## config.mk

```make
export PLATFORM = sky130hd
export DESIGN_NAME = calendar_date_difference_unit
export DESIGN_NICKNAME = d
export VERILOG_FILES = /design/src/hw/rtl/cddu_pkg.sv /design/src/hw/rtl/calendar_date_difference_unit.sv
export VERILOG_INCLUDE_DIRS = /design/src /design/src/hw/rtl
export SDC_FILE = /design/constraint.sdc
export NUM_CORES = 1
export LEC_CHECK = 0
export BUFFER_PORTS_ARGS = -buffer_cell sky130_fd_sc_hd__buf_4
export CAP_MARGIN = 20
export CORE_MARGIN = 8
export CORE_UTILIZATION = 57
export DETAILED_ROUTE_END_ITERATION = 10
export PLACE_DENSITY = 0.9
export REMOVE_ABC_BUFFERS = 1
export SLEW_MARGIN = 20
export SYNTH_ARGS = -nofsm -noshare
export SYNTH_HDL_FRONTEND = slang
export SYNTH_SLANG_ARGS = --single-unit
```

## constraint.sdc

```tcl
create_clock -name clk_i -period 4.15 [get_ports clk_i]
set_clock_uncertainty 0.05 [all_clocks]
set_input_delay 0 -clock clk_i [delete_from_list [all_inputs] [get_ports clk_i]]
set_output_delay 0 -clock clk_i [all_outputs]
set_load 0.05 [all_outputs]
```

## src/hw/rtl/assert_macros.svh

```systemverilog
// ----------------------------------------------------------------------------
// Assertion macros
// Concurrent assertion wrappers on clk_i, with and without reset disable.
// ----------------------------------------------------------------------------
`ifndef ASSERT_MACROS_SVH
`define ASSERT_MACROS_SVH

`ifndef SYNTHESIS
// check while out of reset
`define ASSERT_CLK(lbl, prop, msg) \
  lbl: assert property (@(posedge clk_i) disable iff (!rst_ni) (prop)) else $error(msg);
// check at every edge, reset included
`define ASSERT_CLK_NR(lbl, prop, msg) \
  lbl: assert property (@(posedge clk_i) (prop)) else $error(msg);
`else
`define ASSERT_CLK(lbl, prop, msg)
`define ASSERT_CLK_NR(lbl, prop, msg)
`endif

`endif

```

## src/hw/rtl/cddu_pkg.sv

```systemverilog
// ----------------------------------------------------------------------------
// cddu_pkg
// Types, codes, control program and calendar tables of the date difference unit.
// ----------------------------------------------------------------------------
package cddu_pkg;

  typedef logic [4:0]  day_t;
  typedef logic [3:0]  month_t;
  typedef logic [1:0]  order_t;
  typedef logic [21:0] dist_t;

  localparam order_t ORD_EQUAL         = 2'd0;
  localparam order_t ORD_FIRST_LATER   = 2'd1;
  localparam order_t ORD_FIRST_EARLIER = 2'd2;

  localparam dist_t DIST_MAX = 22'h3FFFFF;

  localparam int STEP_W    = 4;
  localparam int NUM_STEPS = 11;

  localparam logic [STEP_W-1:0] STEP_IDLE      = 4'd0;
  localparam logic [STEP_W-1:0] STEP_MOD400    = 4'd1;
  localparam logic [STEP_W-1:0] STEP_COPY100   = 4'd2;
  localparam logic [STEP_W-1:0] STEP_MOD100    = 4'd3;
  localparam logic [STEP_W-1:0] STEP_LEAP_E    = 4'd4;
  localparam logic [STEP_W-1:0] STEP_YEAR      = 4'd5;
  localparam logic [STEP_W-1:0] STEP_LEAP_L    = 4'd6;
  localparam logic [STEP_W-1:0] STEP_ADD_LATE  = 4'd7;
  localparam logic [STEP_W-1:0] STEP_SUB_EARLY = 4'd8;
  localparam logic [STEP_W-1:0] STEP_ABS       = 4'd9;
  localparam logic [STEP_W-1:0] STEP_EMIT      = 4'd10;

  typedef enum logic [3:0] {
    OP_NONE,
    OP_LOAD,
    OP_MOD400,
    OP_COPY100,
    OP_MOD100,
    OP_LEAP_E,
    OP_YEAR,
    OP_LEAP_L,
    OP_ADD_LATE,
    OP_SUB_EARLY,
    OP_ABS,
    OP_EMIT
  } op_e;

  typedef enum logic [2:0] {
    C_NEVER,
    C_NO_IN,
    C_GE400,
    C_GE100,
    C_YNE,
    C_OUT_BUSY
  } cond_e;

  typedef struct packed {
    op_e               op;
    cond_e             cond;
    logic [STEP_W-1:0] target;
    logic              last;
  } ctrl_t;

  function automatic ctrl_t ucode(input logic [STEP_W-1:0] s);
    ctrl_t w;
    case (s)
      STEP_IDLE:      w = '{op: OP_LOAD,      cond: C_NO_IN,    target: STEP_IDLE,   last: 1'b0};
      STEP_MOD400:    w = '{op: OP_MOD400,    cond: C_GE400,    target: STEP_MOD400, last: 1'b0};
      STEP_COPY100:   w = '{op: OP_COPY100,   cond: C_NEVER,    target: STEP_IDLE,   last: 1'b0};
      STEP_MOD100:    w = '{op: OP_MOD100,    cond: C_GE100,    target: STEP_MOD100, last: 1'b0};
      STEP_LEAP_E:    w = '{op: OP_LEAP_E,    cond: C_NEVER,    target: STEP_IDLE,   last: 1'b0};
      STEP_YEAR:      w = '{op: OP_YEAR,      cond: C_YNE,      target: STEP_YEAR,   last: 1'b0};
      STEP_LEAP_L:    w = '{op: OP_LEAP_L,    cond: C_NEVER,    target: STEP_IDLE,   last: 1'b0};
      STEP_ADD_LATE:  w = '{op: OP_ADD_LATE,  cond: C_NEVER,    target: STEP_IDLE,   last: 1'b0};
      STEP_SUB_EARLY: w = '{op: OP_SUB_EARLY, cond: C_NEVER,    target: STEP_IDLE,   last: 1'b0};
      STEP_ABS:       w = '{op: OP_ABS,       cond: C_NEVER,    target: STEP_IDLE,   last: 1'b0};
      STEP_EMIT:      w = '{op: OP_EMIT,      cond: C_OUT_BUSY, target: STEP_EMIT,   last: 1'b1};
      default:        w = '{op: OP_NONE,      cond: C_NEVER,    target: STEP_IDLE,   last: 1'b1};
    endcase
    return w;
  endfunction

  // days in the months before m; months past twelve count as 30 days
  function automatic logic [8:0] month_prefix(input month_t m, input logic leap);
    logic [8:0] p;
    case (m)
      4'd0:    p = 9'd0;
      4'd1:    p = 9'd0;
      4'd2:    p = 9'd31;
      4'd3:    p = 9'd59;
      4'd4:    p = 9'd90;
      4'd5:    p = 9'd120;
      4'd6:    p = 9'd151;
      4'd7:    p = 9'd181;
      4'd8:    p = 9'd212;
      4'd9:    p = 9'd243;
      4'd10:   p = 9'd273;
      4'd11:   p = 9'd304;
      4'd12:   p = 9'd334;
      4'd13:   p = 9'd365;
      4'd14:   p = 9'd395;
      default: p = 9'd425;
    endcase
    if (leap && (m > 4'd2)) begin
      p = p + 9'd1;
    end
    return p;
  endfunction

  function automatic day_t month_length(input month_t m, input logic leap);
    day_t n;
    case (m)
      4'd2:    n = leap ? 5'd29 : 5'd28;
      4'd1, 4'd3, 4'd5, 4'd7, 4'd8, 4'd10, 4'd12:
               n = 5'd31;
      default: n = 5'd30;
    endcase
    return n;
  endfunction

  function automatic logic date_valid(input day_t d, input month_t m, input logic leap);
    logic ok;
    ok = (m >= 4'd1) && (m <= 4'd12) && (d >= 5'd1) && (d <= month_length(m, leap));
    return ok;
  endfunction

endpackage

```

## src/hw/rtl/calendar_date_difference_unit.sv

```systemverilog
// ----------------------------------------------------------------------------
// calendar_date_difference_unit
// Gregorian day count between two dates, run by a microcoded sequencer.
// ----------------------------------------------------------------------------
// Takes one word holding two dates and returns one word with a validity and a
// leap flag for each date, their order and the absolute number of days between
// them (saturated to 22 bits). The early year is reduced modulo 400, then
// modulo 100, by one subtraction per cycle; then the unit steps year by year
// over the years between the dates, adding 365 or 366 into a single
// accumulator. A stalled result holds the emit step. The next word is taken
// once the previous result sits in the output register.
// ----------------------------------------------------------------------------
`include "assert_macros.svh"

module calendar_date_difference_unit #(
  parameter int YEAR_BITS = 14
) (
  input  logic                   clk_i,
  input  logic                   rst_ni,
  input  logic                   in_valid_i,
  output logic                   in_ready_o,
  input  cddu_pkg::day_t         first_day_i,
  input  cddu_pkg::month_t       first_month_i,
  input  logic [YEAR_BITS-1:0]   first_year_i,
  input  cddu_pkg::day_t         second_day_i,
  input  cddu_pkg::month_t       second_month_i,
  input  logic [YEAR_BITS-1:0]   second_year_i,
  output logic                   out_valid_o,
  input  logic                   out_ready_i,
  output logic                   first_valid_o,
  output logic                   second_valid_o,
  output logic                   first_leap_o,
  output logic                   second_leap_o,
  output cddu_pkg::order_t       order_o,
  output cddu_pkg::dist_t        day_distance_o
);

  import cddu_pkg::*;

  localparam int AccW = (YEAR_BITS + 11 > 24) ? (YEAR_BITS + 11) : 24;

  logic [STEP_W-1:0]    step_q, step_d;
  ctrl_t                ctl;
  logic                 out_valid_q;
  logic                 in_fire, out_busy, emit_fire, jump, leap_now;

  order_t               ord_in;
  logic                 swap_in;

  day_t                 d_e_q, d_l_q;
  month_t               m_e_q, m_l_q;
  logic [YEAR_BITS-1:0] ycur_q, ylate_q, r400_q;
  logic [8:0]           r100_q;
  logic                 leap_e_q, leap_l_q, swap_q;
  order_t               ord_q;
  logic [AccW-1:0]      acc_q;

  logic                 f_valid_q, s_valid_q, f_leap_q, s_leap_q;
  order_t               ord_out_q;
  dist_t                dist_q;

  logic                 f_leap, s_leap;
  day_t                 f_day, s_day;
  month_t               f_mon, s_mon;

  assign ctl       = ucode(step_q);
  assign in_ready_o = (ctl.op == OP_LOAD);
  assign in_fire   = in_valid_i && in_ready_o;
  assign out_busy  = out_valid_q && !out_ready_i;
  assign emit_fire = (ctl.op == OP_EMIT) && !out_busy;
  assign leap_now  = (ycur_q[1:0] == 2'b00) && ((r100_q != '0) || (r400_q == '0));

  always_comb begin
    if (first_year_i != second_year_i) begin
      ord_in = (first_year_i > second_year_i) ? ORD_FIRST_LATER : ORD_FIRST_EARLIER;
    end else if (first_month_i != second_month_i) begin
      ord_in = (first_month_i > second_month_i) ? ORD_FIRST_LATER : ORD_FIRST_EARLIER;
    end else if (first_day_i != second_day_i) begin
      ord_in = (first_day_i > second_day_i) ? ORD_FIRST_LATER : ORD_FIRST_EARLIER;
    end else begin
      ord_in = ORD_EQUAL;
    end
  end

  assign swap_in = (ord_in == ORD_FIRST_LATER);

  always_comb begin
    case (ctl.cond)
      C_NEVER:    jump = 1'b0;
      C_NO_IN:    jump = !in_fire;
      C_GE400:    jump = (r400_q >= YEAR_BITS'(400));
      C_GE100:    jump = (r100_q >= 9'd100);
      C_YNE:      jump = (ycur_q != ylate_q);
      C_OUT_BUSY: jump = out_busy;
      default:    jump = 1'b0;
    endcase
    if (jump) begin
      step_d = ctl.target;
    end else if (ctl.last) begin
      step_d = STEP_IDLE;
    end else begin
      step_d = step_q + STEP_W'(1);
    end
  end

  always_ff @(posedge clk_i or negedge rst_ni) begin
    if (!rst_ni) begin
      step_q      <= STEP_IDLE;
      out_valid_q <= 1'b0;
    end else begin
      step_q <= step_d;
      if (emit_fire) begin
        out_valid_q <= 1'b1;
      end else if (out_ready_i) begin
        out_valid_q <= 1'b0;
      end
    end
  end

  assign f_leap = swap_q ? leap_l_q : leap_e_q;
  assign s_leap = swap_q ? leap_e_q : leap_l_q;
  assign f_day  = swap_q ? d_l_q : d_e_q;
  assign s_day  = swap_q ? d_e_q : d_l_q;
  assign f_mon  = swap_q ? m_l_q : m_e_q;
  assign s_mon  = swap_q ? m_e_q : m_l_q;

  always_ff @(posedge clk_i) begin
    case (ctl.op)
      OP_LOAD: begin
        if (in_fire) begin
          ord_q   <= ord_in;
          swap_q  <= swap_in;
          d_e_q   <= swap_in ? second_day_i   : first_day_i;
          m_e_q   <= swap_in ? second_month_i : first_month_i;
          d_l_q   <= swap_in ? first_day_i    : second_day_i;
          m_l_q   <= swap_in ? first_month_i  : second_month_i;
          ycur_q  <= swap_in ? second_year_i  : first_year_i;
          r400_q  <= swap_in ? second_year_i  : first_year_i;
          ylate_q <= swap_in ? first_year_i   : second_year_i;
          acc_q   <= '0;
        end
      end
      OP_MOD400: begin
        if (r400_q >= YEAR_BITS'(400)) begin
          r400_q <= r400_q - YEAR_BITS'(400);
        end
      end
      OP_COPY100: begin
        r100_q <= r400_q[8:0];
      end
      OP_MOD100: begin
        if (r100_q >= 9'd100) begin
          r100_q <= r100_q - 9'd100;
        end
      end
      OP_LEAP_E: begin
        leap_e_q <= leap_now;
      end
      OP_YEAR: begin
        if (ycur_q != ylate_q) begin
          acc_q  <= acc_q + AccW'(365) + AccW'(leap_now);
          ycur_q <= ycur_q + YEAR_BITS'(1);
          r400_q <= (r400_q == YEAR_BITS'(399)) ? '0 : r400_q + YEAR_BITS'(1);
          r100_q <= (r100_q == 9'd99) ? '0 : r100_q + 9'd1;
        end
      end
      OP_LEAP_L: begin
        leap_l_q <= leap_now;
      end
      OP_ADD_LATE: begin
        acc_q <= acc_q + AccW'(month_prefix(m_l_q, leap_l_q)) + AccW'(d_l_q);
      end
      OP_SUB_EARLY: begin
        acc_q <= acc_q - AccW'(month_prefix(m_e_q, leap_e_q)) - AccW'(d_e_q);
      end
      OP_ABS: begin
        if (acc_q[AccW-1]) begin
          acc_q <= ~acc_q + AccW'(1);
        end
      end
      OP_EMIT: begin
        if (!out_busy) begin
          f_valid_q <= date_valid(f_day, f_mon, f_leap);
          s_valid_q <= date_valid(s_day, s_mon, s_leap);
          f_leap_q  <= f_leap;
          s_leap_q  <= s_leap;
          ord_out_q <= ord_q;
          dist_q    <= (acc_q > AccW'(DIST_MAX)) ? DIST_MAX : acc_q[21:0];
        end
      end
      default: begin
      end
    endcase
  end

  assign out_valid_o    = out_valid_q;
  assign first_valid_o  = f_valid_q;
  assign second_valid_o = s_valid_q;
  assign first_leap_o   = f_leap_q;
  assign second_leap_o  = s_leap_q;
  assign order_o        = ord_out_q;
  assign day_distance_o = dist_q;

  `ASSERT_CLK(a_step_in_program, step_q < STEP_W'(NUM_STEPS), "step counter left the program")
  `ASSERT_CLK(a_out_from_emit, $rose(out_valid_q) |-> $past(ctl.op == OP_EMIT), "result without emit step")
  `ASSERT_CLK(a_year_bounds, (ctl.op == OP_YEAR) |-> ((ycur_q <= ylate_q) && (r400_q < YEAR_BITS'(400)) && (r100_q < 9'd100)), "year walk out of range")
  `ASSERT_CLK(a_emit_nonneg, (ctl.op == OP_EMIT) |-> !acc_q[AccW-1], "distance negative at emit")

endmodule

```

==> impl_metrics.toml <==
[die]
start_util_pct = 57.47
rows = 54
die-area_mm2 = 0.02678
dieHeight_um = 163.6
pin_count = 80
fp.dieW_um = 163.6
coreArea_mm2 = 0.02162

[sta]
min_period_ns = 4.065
slew_headroom_pct = 17.19
slew_viol_final = 0
fmax_mhz = 246.0
fin_hold_ws_ns = 0.08595
timing.final.crit_share_pct = 97.95
hold_viol = 0
tightestPinTransition_ns = 1.235
setup_viol = 0

[power]
internal_power_uw = 2618
p_total_uw = 3519
switching_share_pct = 25.60
peakVddDrop_v = 0.0002426
leakage_uw = 0.006209
power.density_mw_per_mm2 = 236.9
switchingPower_uw = 900.8
seqPwrFrac_pct = 46.1
clockPowerShare_pct = 44.5
pwr-share-comb_pct = 9.4

[routing]
viasPerCell = 6.651
wirelength_um = 38870
vias = 12437
antenna_left = 0
drt_iter0_drc = 1933
drc_errors = 0
drt_first_pass_iters = 9
avgRoutedWirePerCell_um = 20.79

[worst_setup_path]
endpoint_kind = "register"
worstRegToRegCells = 16
r2r-end = "acc_q[24]$_SDFFCE_PN0P_"
path_max_fanout = 3
crit_required_ns = 4.30
critPathKind = "reg -> reg"
critPathLaunchType = "register"
critPathArrivalTime_ns = 4.22
rrSetupSlack_ns = 0.08
critical_path.endpoint = "acc_q[24]$_SDFFCE_PN0P_"
rr_startpoint = "m_e_q[3]$_DFFE_PP_"
worstSetupStartpoint = "m_e_q[3]$_DFFE_PP_"

[yosys]
syn_inst = 1427
ys_seq_area_share_pct = 34.60
synth_top_cell_by_area = "edfxtp_1"
ys_async_sr_fraction_pct = 3.333
synthTopCellsByCount = "143 x nand2_1, 127 x edfxtp_1, 119 x nor2_1, 104 x a21oi_1, 102 x inv_1"
netlist_area_mm2 = 0.01242
synthFlopType = "edfxtp_1"
yosysWarnings = 0
yosysMostFrequentCell = "nand2_1"
syn_area_per_cell_um2 = 8.707
synth-edff-count = 127
synth_cell_type_count = 87
synth_area_leaders = "edfxtp_1 31%, ha_1 9.8%, nand2_1 4.3%, a21oi_1 4.2%, nor2_1 3.6%"
synth_seq_cells = 150
synth_top_area_share_pct = 30.69

[placed_design]
place_area_mm2 = 0.01351
gp_congestion = 0.9498
port_buffers = 79
placed_cells = 1769
hpwl_um = 24670

[grt]
grt_pass1_vias = 11952
overflow = 0
grt_pass1_wl_um = 61150
antenna_found_initial = 0
grt_max_degree = 46
grt_use_total_pct = 28.28

[clock_network]
clk_path_buf_depth = 2
cts_tree = "built"
cts-root-buf = "clkbuf_16"
cts.sinks = 150
numCtsBuffers = 17
h-tree-depth = 4
path_clk_slew_ns = 0.07
insertion_delay_ns = 0.45

[final_layout]
final_util_pct = 68.70
final_cell_area_mm2 = 0.01485
diodes = 0
drive_gt1_share_pct = 16.67
area_delta_synth_final_pct = 19.56
finalNetCount = 1735
instances_no_fill = 1870

[job]
drv_cap = 0

[min_path]
hp-class = "in -> reg"

[status]
status = "finished, final reports clean"
[through the flow]
stage / TNS (ns) / setup WS [ns]
3_5_place_dp: -0.4102 / -0.1626
4_1_cts: 0 / 0.0002691
2_1_floorplan: -22.81 / -0.8392
5_1_grt: -0.08430 / -0.05055
3_3_place_gp: -0.002371 / -0.002371
6_report: 0 / 0.08489
[kinds of logic after synthesis]
group	synth area share [%]
simple gates	19.44
compound gates	19.78
buf+inv	5.670
flops	34.60
fa+ha+maj	11.54
xor+xnor	5.629
mux	3.343
[how the worst min path moves through the flow]
stage | startpoint | end | slack [ns] | cells past startpoint
6_report | second_year_i[13] | r400_q[13]$_DFFE_PP_ | 0.09 | 5
5_1_grt | second_year_i[13] | r400_q[13]$_DFFE_PP_ | 0.14 | 5
4_1_cts | second_year_i[9] | r400_q[9]$_DFFE_PP_ | 0.06 | 5
3_5_place_dp | rst_ni | out_valid_o$_DFFE_PN0P_ | -0.24 | 1
3_3_place_gp | rst_ni | out_valid_o$_DFFE_PN0P_ | -0.24 | 1
2_1_floorplan | rst_ni | out_valid_o$_DFFE_PN0P_ | -0.35 | 0
[layout make-up]
type / count / area, µm²
Clock buffer: 18 / 429.2
Clock inverter: 14 / 141.4
Fill cell: 1473 / 6766
Inverter: 107 / 404.1
Multi-Input combinational cell: 1096 / 7543
Sequential cell: 150 / 4299
Tap cell: 280 / 350.3
Timing Repair Buffer: 205 / 1687
[layout by cell type, fill, tap and decap left out, types with 7 or more instances in the layout]
cell type / instances
a211oi_1: 11
a21o_1: 15
a21oi_1: 103
a22oi_1: 9
a31oi_1: 12
and2_1: 10
and3_1: 17
buf_4: 146
clkbuf_16: 17
dfxtp_1: 18
dlygate4sd3_1: 59
edfxtp_1: 127
fa_1: 10
ha_1: 94
inv_1: 100
mux2_2: 19
mux2i_1: 14
nand2_1: 143
nand2b_1: 27
nand3_1: 48
nand4_1: 23
nor2_1: 117
nor3_1: 41
nor4_1: 8
o211ai_1: 11
o21a_1: 9
o21ai_0: 83
o221ai_1: 15
o22ai_1: 17
o31ai_1: 7
or2_2: 13
xnor2_1: 46
xor2_1: 30
[metal layers]
layer / wire length, µm / vias up / global-route usage [%] / share of wire, %
li1: - / 5494 / - / -
met1: 13940 / 5744 / 33.94 / 36
met2: 18390 / 1009 / 46.53 / 47
met3: 4417 / 190 / 5.822 / 11
met4: 2120 / 0 / 16.24 / 5.5
met5: 0 / - / 0 / 0
[power by group through the flow]
stage / Combinational, µW / Clock, µW / Sequential [µW]
2_1_floorplan: 127 / 0 / 1660
4_1_cts: 292 / 1550 / 1620
3_3_place_gp: 208 / 0 / 1660
3_5_place_dp: 224 / 0 / 1660
6_report: 331 / 1560 / 1620
5_1_grt: 345 / 1610 / 1620
[critical path, stage by stage, from the launching register on]
cell and delay (ns):
edfxtp_1 0.44, nor2_4 0.18, a21boi_2 0.10, xnor2_2 0.14
fa_1 0.59, inv_2 0.05, ha_2 0.18, or2_4 0.25
fa_2 0.36, a21o_1 0.17, a21oi_2 0.15, o21a_1 0.19
o211a_1 0.20, nand3_2 0.09, xnor2_1 0.16, a221o_1 0.31
a31o_2 0.21
[repair_timing]
action,in CTS,in global routing
pin swaps,0,20
hold buffers,59,0
setup endpoints to repair,8,14
gates resized for setup,5,27
endpoints found under the hold margin,62,0
setup buffers,0,10
Note: power is estimated with default switching activity, not from simulation.
